[src/rtl/mpau_pkg.sv]
`default_nettype none

package mpau_pkg;

	localparam int VW       = 16;
	localparam int OFF_W    = 3;
	localparam int POS_W    = 12;
	localparam int CNT_W    = 13;
	localparam int MAX_POOL = 8;

	localparam logic [VW-1:0] ONE_Q = 16'h0100;

	localparam logic KIND_POOL = 1'b0;
	localparam logic KIND_GRAD = 1'b1;

	typedef enum logic [1:0] {
		FUNC_FWD  = 2'd0,
		FUNC_LOAD = 2'd1,
		FUNC_BWD  = 2'd2
	} func_t;

	typedef enum logic [2:0] {
		REG_POOL_H = 3'd0,
		REG_POOL_W = 3'd1,
		REG_IN_W   = 3'd2,
		REG_IN_H   = 3'd3,
		REG_OUT_W  = 3'd4,
		REG_OUT_H  = 3'd5
	} reg_idx_t;

	// clamped configuration
	typedef struct packed {
		logic [3:0]       ph;
		logic [3:0]       pw;
		logic [CNT_W-1:0] iw;
		logic [CNT_W-1:0] ih;
		logic [CNT_W-1:0] ow;
		logic [CNT_W-1:0] oh;
	} cfg_t;

	// window position of the current pixel
	typedef struct packed {
		logic [POS_W-1:0] wr;
		logic [OFF_W-1:0] rr;
		logic [POS_W-1:0] wc;
		logic [OFF_W-1:0] cc;
		logic             covered;
		logic             first;
		logic             last;
	} pos_t;

	typedef struct packed {
		logic [VW-1:0]    peak;
		logic [OFF_W-1:0] row;
		logic [OFF_W-1:0] col;
	} ls_entry_t;

endpackage

`default_nettype wire

[src/rtl/mpau_pos.sv]
`default_nettype none

module mpau_pos
	import mpau_pkg::*;
(
	input  wire  logic clk,
	input  wire  logic arst_n,
	input  wire  cfg_t cfg,
	input  wire  logic cfg_we,
	input  wire  logic step,
	output pos_t       pos,
	output logic       busy
);

	localparam logic [3:0] LAST_STEP = 4'(POS_W - 1);

	logic [POS_W-1:0] row_q, col_q, wr_q, wc_q;
	logic [OFF_W-1:0] rr_q, cc_q;
	logic             busy_q;
	logic [3:0]       cnt_q;
	logic [POS_W-1:0] rdiv_q, cdiv_q, rquo_q, cquo_q;
	logic [OFF_W-1:0] rrem_q, crem_q;

	logic             col_wrap, row_wrap, cc_last, rr_last;
	logic [3:0]       rsh, csh;
	logic             rbit, cbit;
	logic [OFF_W-1:0] rrem_d, crem_d;

	always_comb begin
		col_wrap = (CNT_W'(col_q) + CNT_W'(1)) >= cfg.iw;
		row_wrap = (CNT_W'(row_q) + CNT_W'(1)) >= cfg.ih;
		cc_last  = {1'b0, cc_q} == (cfg.pw - 4'd1);
		rr_last  = {1'b0, rr_q} == (cfg.ph - 4'd1);

		pos.wr      = wr_q;
		pos.rr      = rr_q;
		pos.wc      = wc_q;
		pos.cc      = cc_q;
		pos.covered = (CNT_W'(wc_q) < cfg.ow) && (CNT_W'(wr_q) < cfg.oh);
		pos.first   = (rr_q == '0) && (cc_q == '0);
		pos.last    = rr_last && cc_last;

		// one restoring step on each of row / pool_height and col / pool_width
		rsh    = {rrem_q, rdiv_q[POS_W-1]};
		csh    = {crem_q, cdiv_q[POS_W-1]};
		rbit   = rsh >= cfg.ph;
		cbit   = csh >= cfg.pw;
		rrem_d = rbit ? OFF_W'(rsh - cfg.ph) : OFF_W'(rsh);
		crem_d = cbit ? OFF_W'(csh - cfg.pw) : OFF_W'(csh);
	end

	assign busy = busy_q;

	always_ff @(posedge clk or negedge arst_n) begin
		if (!arst_n) begin
			row_q  <= '0;
			col_q  <= '0;
			wr_q   <= '0;
			wc_q   <= '0;
			rr_q   <= '0;
			cc_q   <= '0;
			busy_q <= 1'b0;
			cnt_q  <= '0;
			rdiv_q <= '0;
			cdiv_q <= '0;
			rquo_q <= '0;
			cquo_q <= '0;
			rrem_q <= '0;
			crem_q <= '0;
		end else if (cfg_we) begin
			busy_q <= 1'b1;
			cnt_q  <= '0;
			rdiv_q <= row_q;
			cdiv_q <= col_q;
			rrem_q <= '0;
			crem_q <= '0;
		end else if (busy_q) begin
			rdiv_q <= {rdiv_q[POS_W-2:0], 1'b0};
			cdiv_q <= {cdiv_q[POS_W-2:0], 1'b0};
			rquo_q <= {rquo_q[POS_W-2:0], rbit};
			cquo_q <= {cquo_q[POS_W-2:0], cbit};
			rrem_q <= rrem_d;
			crem_q <= crem_d;
			cnt_q  <= cnt_q + 4'd1;
			if (cnt_q == LAST_STEP) begin
				busy_q <= 1'b0;
				wr_q   <= {rquo_q[POS_W-2:0], rbit};
				wc_q   <= {cquo_q[POS_W-2:0], cbit};
				rr_q   <= rrem_d;
				cc_q   <= crem_d;
			end
		end else if (step) begin
			if (col_wrap) begin
				col_q <= '0;
				wc_q  <= '0;
				cc_q  <= '0;
				if (row_wrap) begin
					row_q <= '0;
					wr_q  <= '0;
					rr_q  <= '0;
				end else begin
					row_q <= row_q + POS_W'(1);
					if (rr_last) begin
						rr_q <= '0;
						wr_q <= wr_q + POS_W'(1);
					end else begin
						rr_q <= rr_q + OFF_W'(1);
					end
				end
			end else begin
				col_q <= col_q + POS_W'(1);
				if (cc_last) begin
					cc_q <= '0;
					wc_q <= wc_q + POS_W'(1);
				end else begin
					cc_q <= cc_q + OFF_W'(1);
				end
			end
		end
	end

endmodule

`default_nettype wire

[config.mk]
export PLATFORM = sky130hd
export DESIGN_NAME = mpau_pos
export DESIGN_NICKNAME = d
export VERILOG_FILES = /design/src/rtl/mpau_pkg.sv /design/src/rtl/mpau_pos.sv
export SDC_FILE = /design/constraint.sdc
export NUM_CORES = 1
export LEC_CHECK = 0
export ABC_CLOCK_PERIOD_IN_PS = 3400
export BUFFER_PORTS_ARGS = -buffer_cell sky130_fd_sc_hd__buf_2
export CAP_MARGIN = 20
export CORE_MARGIN = 2
export CORE_UTILIZATION = 50
export DETAILED_ROUTE_END_ITERATION = 16
export PLACE_DENSITY = 0.77
export SYNTH_ARGS = -nofsm -noshare
export SYNTH_HDL_FRONTEND = slang
export SYNTH_SLANG_ARGS = --single-unit
[constraint.sdc]
create_clock -name clk -period 3.4 [get_ports clk]
set_clock_uncertainty 0.2 [all_clocks]
set_input_delay 0.68 -clock clk [delete_from_list [all_inputs] [get_ports clk]]
set_output_delay 0.68 -clock clk [all_outputs]
set_load 0.005 [all_outputs]
==> impl_metrics.json, run 1 <==
{
  "status": "completed",
  "synth_warnings": 0,
  "grt_max_degree": 69,
  "syn_nets": 952,
  "worstSetupStartpointType": "flip-flop",
  "area_delta_synth_final_pct": 18.0,
  "die_area_sq_um": 15900,
  "path_class": "reg2out",
  "fmax_mhz": 309,
  "antenna_cells": 0,
  "grt_overflow": 0,
  "via_per_inst": 5.64,
  "syn_avg_cell_area_sq_um": 9.12,
  "cp-end-kind": "output port",
  "synth.distinct_cells": 72,
  "synth-seq-cells": 111,
  "yosysTopAreaCellShare_pct": 37.2,
  "netlist_area_sq_um": 7470,
  "nets": 1077,
  "yosysTopAreaCell": "dfrtp_1",
  "critPathMaxFanout": 6,
  "cpPeakStageDelay_ps": 450,
  "ir_worst_vdd_v": 0.000361,
  "clk-insertion-delay-late_ps": 350,
  "cts_tree": "yes",
  "clockBufferDepth": 2,
  "grt_pass1_wl_mm": 28.8,
  "report.final.slew_viol_count": 0,
  "wire_per_inst_microns": 15.0,
  "dpl_cell_area_sq_um": 8320,
  "drt_first_pass_iters": 5,
  "cts_made_buffers": 9,
  "antenna_found_initial": 0,
  "cap_violations": 0,
  "routed_wl_mm": 17.0,
  "fin_crit_sh_pct": 95.1,
  "period_needed_ps": 3230,
  "timing_hold_violations_final": 0,
  "antenna_left": 0,
  "synth_area_leaders": "dfrtp_1 37%, ha_1 11%, nand2_1 5.4%, o21ai_0 4.5%, inv_1 3.6%",
  "synthTopCellsByCount": "111 x dfrtp_1, 107 x nand2_1, 72 x inv_1",
  "tightest_slew_ps": 680,
  "synthFlopType": "dfrtp_1",
  "cp_slowest_cell": "dfrtp_1",
  "timing.hold.ws_ps": 121,
  "grt_pass1_vias": 6173,
  "vias": 6392,
  "start_util_pct": 51.2,
  "required_ps": 2520,
  "port_buffers": 97,
  "root_buffer": "clkbuf_16",
  "layout-drive-gt1-share_pct": 24.9,
  "hold_path.class": "in2async",
  "worst_path_most_repeated_cell": "a21o_1",
  "setup_viol": 0,
  "die_h_microns": 126,
  "die_w_microns": 126,
  "cellPowerDensity_nw_per_um2": 374,
  "rsz0062_at_grt": "true",
  "core-area_sq_um": 14600,
  "p_leak_nw": 4.60,
  "cp.arrival_ps": 2350,
  "hpwl_mm": 12.5,
  "drt-initial-drc-count": 468,
  "synth_cells": 819,
  "cts.htree.levels": 3,
  "synth_edf_count": 0,
  "drc": 0,
  "finalInstanceArea_sq_um": 8820,
  "clk_pin_slew_ps": 80,
  "slew_headroom_pct": 54.6,
  "seq_area_frac_synth_pct": 37.2,
  "rows": 44,
  "ys_async_sr_fraction_pct": 100,
  "place.gp.congestion": 0.908,
  "crit_chain": "ha_1 > a21o_1 > a21o_1 > a211oi_1 > o21bai_1 > a221oi_2 > o21a_1 > buf_2",
  "cts_sinks": 111,
  "io_pins": 98,
  "yosysMostFrequentCell": "dfrtp_1",
  "grt_usage_pct": 21.8
}
final cells by class:
| class | instances | area, sq um |
|---|---|---|
| clock buffer | 11 | 253 |
| inverter | 72 | 270 |
| timing repair buffer | 145 | 893 |
| clock inverter | 5 | 41.3 |
| sequential | 111 | 2780 |
| fill | 1259 | 5770 |
| tap | 184 | 230 |
| multi-input combinational | 605 | 4350 |
critical path, delay by kind of cell, from the launching register on:
family | cells | cell delay (ps)
DFF | 1 | 450
adders and majority gates | 1 | 300
AOI/OAI and AO/OA | 6 | 1140
buffers and inverters | 1 | 100
routing by layer:
metal | up-vias | wire [microns] | track usage [%]
met1 | 3053 | 7500 | 28.1
met3 | 27 | 852 | 4.04
met4 | 0 | 294 | 6.59
met5 | - | 0 | 0
met2 | 173 | 8380 | 37.2
li1 | 3139 | - | -
worst paths after layout:
| kind | from | to | slack, ps | cells past startpoint |
|---|---|---|---|---|
| setup / recovery | wc_q[1] | pos[2] | 170 | 8 |
| hold / removal | arst_n | rquo_q[8] | 120 | 1 |
| setup reg to reg | row_q[0] | wr_q[9] | 180 | 15 |
| hold reg to reg | col_q[11] | cdiv_q[11] | 290 | 2 |
| max in group asynchronous | arst_n | row_q[0] | 2100 | 2 |
| min in group clk | col_q[11] | cdiv_q[11] | 290 | 2 |
sequential cells by signal (all words and copies together), names as in the netlist:
signal  count
wr_q       12
cnt_q       4
rquo_q     11
rr_q        3
cquo_q     11
crem_q      3
cdiv_q     12
wc_q       12
col_q      12
rrem_q      3
cc_q        3
rdiv_q     12
busy        1
row_q      12
timing repair:
action / in CTS / in global routing
setup endpoints to repair: 6 / 41
hold buffers: 0 / 0
cloned: 0 / 2
buffers inserted: 0 / 6
pin swaps: 0 / 10
gates resized for setup: 2 / 29
stage by stage:
step / utilization, % / setup TNS [ps] / instances / setup WS, ps / total power [mW]
2_1_floorplan: - / 0 / 819 / 48.0 / 2.03
3_3_place_gp: 57.0 / 0 / 1109 / 102 / 2.24
3_5_place_dp: 57.0 / -112 / 1109 / -47.1 / 2.27
4_1_cts: 59.1 / 0 / 1125 / 24.1 / 3.32
5_1_grt: 60.4 / -42.5 / 1133 / -13.2 / 3.48
6_report: 60.4 / 0 / 1133 / 168 / 3.29
power breakdown:
group	total [mW]	internal (mW)	switching [mW]
registers	1.61	1.47	0.143
logic	0.634	0.318	0.316
clock network	1.05	0.543	0.503
total	3.29	2.33	0.961
placed cells by master (no fill, tap or decap), drive strengths merged, types with 5 or more instances in the layout:
| cell | instances |
|---|---|
| buf | 144 |
| a21oi | 47 |
| and3 | 16 |
| nand2 | 110 |
| nand2b | 7 |
| xor2 | 17 |
| nor2 | 45 |
| inv | 73 |
| a211oi | 9 |
| o31ai | 5 |
| and2 | 5 |
| xnor2 | 14 |
| a22o | 6 |
| o22ai | 7 |
| ha | 67 |
| o21a | 6 |
| clkbuf | 12 |
| nand3 | 26 |
| nand4 | 13 |
| mux2 | 24 |
| mux2i | 24 |
| a31oi | 12 |
| dfrtp | 111 |
| nor3 | 8 |
| o21ai | 73 |
| a21o | 13 |
kinds of logic after synthesis:
kind of cell    share of synthesized area [%]
buf+inv                                  6.23
fa+ha+maj                                11.8
mux                                      6.83
xor+xnor                                 3.63
flops                                    37.2
simple gates                             15.5
compound gates                           18.8
No activity file was read; power rests on OpenSTA's default activity.
==> run 2, diff against run 1 <==
--- a/config.mk
+++ b/config.mk
@@ -11,6 +11,7 @@
 export CORE_MARGIN = 2
 export CORE_UTILIZATION = 50
 export DETAILED_ROUTE_END_ITERATION = 16
+export MAX_ROUTING_LAYER = met4
 export PLACE_DENSITY = 0.77
 export SYNTH_ARGS = -nofsm -noshare
 export SYNTH_HDL_FRONTEND = slang
==> run 2 against run 1 <==
First-iteration DRC count up 13%; flip-flop and latch count is the same; via count barely moved; total power is essentially flat; non-clock buffer count up 4.
==> impl_metrics.json, run 2 (synthesis gave the netlist of run 1 again) <==
{
  "power.internal_mw": 2.36,
  "finalWorstSetupSlack_ps": 42.1,
  "crit_start": "col_q[0]",
  "drt-initial-drc-count": 531,
  "port_buffers": 97,
  "cp.arrival_ps": 3400,
  "final_cell_mix": "109 x dfrtp_1, 107 x nand2_1, 96 x buf_2",
  "tightest_slew_ps": 679,
  "report.final.slew_viol_count": 0,
  "fillers": 1259,
  "routed_wl_mm": 17.0,
  "combPwrFrac_pct": 19.1,
  "cap_violations": 0,
  "antenna_left": 0,
  "cp_slowest_cell": "a221o_2",
  "seq_power_share_pct": 49.0,
  "antenna_found_initial": 0,
  "period_needed_ps": 3360,
  "clk-insertion-delay-late_ps": 360,
  "io_pins": 98,
  "antenna_cells": 0,
  "clkPwrFrac_pct": 31.9,
  "final_common_cell": "dfrtp_1",
  "place.gp.congestion": 0.899,
  "cp-end-kind": "flip-flop",
  "clk_pin_slew_ps": 70,
  "hold_path.class": "in2async",
  "cts-hold-fix-buffers": 0,
  "slew_headroom_pct": 54.8,
  "multi_input_area_sq_um": 4350,
  "grt_pass1_vias": 5942,
  "drc": 0,
  "final_util_pct": 60.4,
  "timing_hold_violations_final": 0,
  "p_leak_nw": 4.60,
  "cts_made_buffers": 9,
  "fin_crit_sh_pct": 98.8,
  "grt_max_degree": 61,
  "start_util_pct": 51.2,
  "crit_cells": 14,
  "cts_sinks": 111,
  "worst_r2r_path_depth": 14,
  "nets": 1081,
  "netSwitchingFraction_pct": 28.3,
  "drt_first_pass_iters": 6,
  "ir_worst_vdd_v": 0.000355,
  "cts.htree.levels": 3,
  "p_switching_mw": 0.934,
  "regToRegStartpoint": "col_q[0]",
  "r2r_end": "wr_q[8]",
  "cts_tree": "yes",
  "wire_per_inst_microns": 15.0,
  "setup_viol": 0,
  "reg2reg_slack_ps": 40,
  "worst-path-buf-inv": 2,
  "rows": 44,
  "vias": 6398,
  "crit_family": "compound AO/OA/AOI/OAI gates",
  "cellPowerDensity_nw_per_um2": 374,
  "seq_area_sq_um": 2780,
  "critPathCapture": "wr_q[8]",
  "layout-drive-gt1-share_pct": 24.4,
  "core-area_sq_um": 14600,
  "crit_chain": "ha_1 > and3_4 > nand3_4 > nor2_4 > xor2_2 > ha_1 > a21o_1 > a21o_1 > a221o_2 > o21ai_4 > buf_4 > a31oi_4 > buf_4 > a2bb2oi_2",
  "required_ps": 3440,
  "die_h_microns": 126,
  "path_class": "reg2reg",
  "die_area_sq_um": 15900,
  "worstSetupStartpointType": "flip-flop",
  "cpPeakStageDelay_ps": 420,
  "via_per_inst": 5.63,
  "grt_pass1_wl_mm": 28.0,
  "hpwl_mm": 12.2,
  "area_delta_synth_final_pct": 18.0,
  "critPathMaxFanout": 6,
  "root_buffer": "clkbuf_16",
  "total_power_mw": 3.30,
  "clockBufferDepth": 2,
  "grt_overflow": 0,
  "status": "completed",
  "fmax_mhz": 298,
  "dp_slack_ps": -87.1,
  "die_w_microns": 126,
  "grt_usage_pct": 21.7,
  "setup_tns_ps": 0
}
-- run 2: final cells by class --
cell class	count	share of cell area [%]
Sequential cell	111	31.5
Timing Repair Buffer	149	10.2
Clock inverter	3	0.497
Tap cell	184	2.61
Inverter	72	3.07
Multi-Input combinational cell	605	49.3
Clock buffer	13	2.72
-- run 2: what timing repair did --
action | in CTS | in global routing
endpoints found under the hold margin | 0 | 0
pin swaps | 0 | 6
resized for setup | 4 | 25
setup endpoints to repair | 3 | 51
setup buffers | 1 | 10
gates cloned | 0 | 1
-- run 2: worst min path at each step --
stage / start / to / slack (ps)
2_1_floorplan: arst_n / busy / 180
6_report: arst_n / wr_q[3] / 120
3_5_place_dp: col_q[11] / cdiv_q[11] / 270
4_1_cts: arst_n / wr_q[3] / 140
3_3_place_gp: col_q[11] / cdiv_q[11] / 270
5_1_grt: arst_n / wr_q[2] / 180
-- run 2: worst reg2reg max path, cell delays in order, from the launching register on --
cell and delay [ps]:
dfrtp_1 360, ha_1 170, and3_4 210, nand3_4 110, nor2_4 130, xor2_2 200, ha_1 280, a21o_1 200
a21o_1 220, a221o_2 420, o21ai_4 210, buf_4 160, a31oi_4 50, buf_4 200, a2bb2oi_2 120
-- run 2: stage by stage --
stage                     std cells  cell area (sq um)  hold slack (ps)
final                          1137               8820              121
after CTS                      1126               8620              142
after global routing           1137               8820              175
after detailed placement       1109               8320              270
after floorplan                 819               7470              184
after global placement         1109               8320              265
-- run 2: layer usage --
metal	part of all wire (%)	track usage (%)	up-vias	wire length, microns
met2	49	35.7	155	8360
met3	4.4	3.61	26	751
met5	0	-	-	0
met1	45	27.7	3074	7600
li1	-	-	3143	-
met4	1.7	6.08	0	291
-- run 2: power by group through the flow --
stage	clock network, mW	registers [mW]	logic, mW
after floorplan	0	1.59	0.433
after global placement	0	1.63	0.614
after detailed placement	0	1.64	0.628
after CTS	1.07	1.61	0.633
after global routing	1.13	1.63	0.719
final	1.05	1.62	0.630
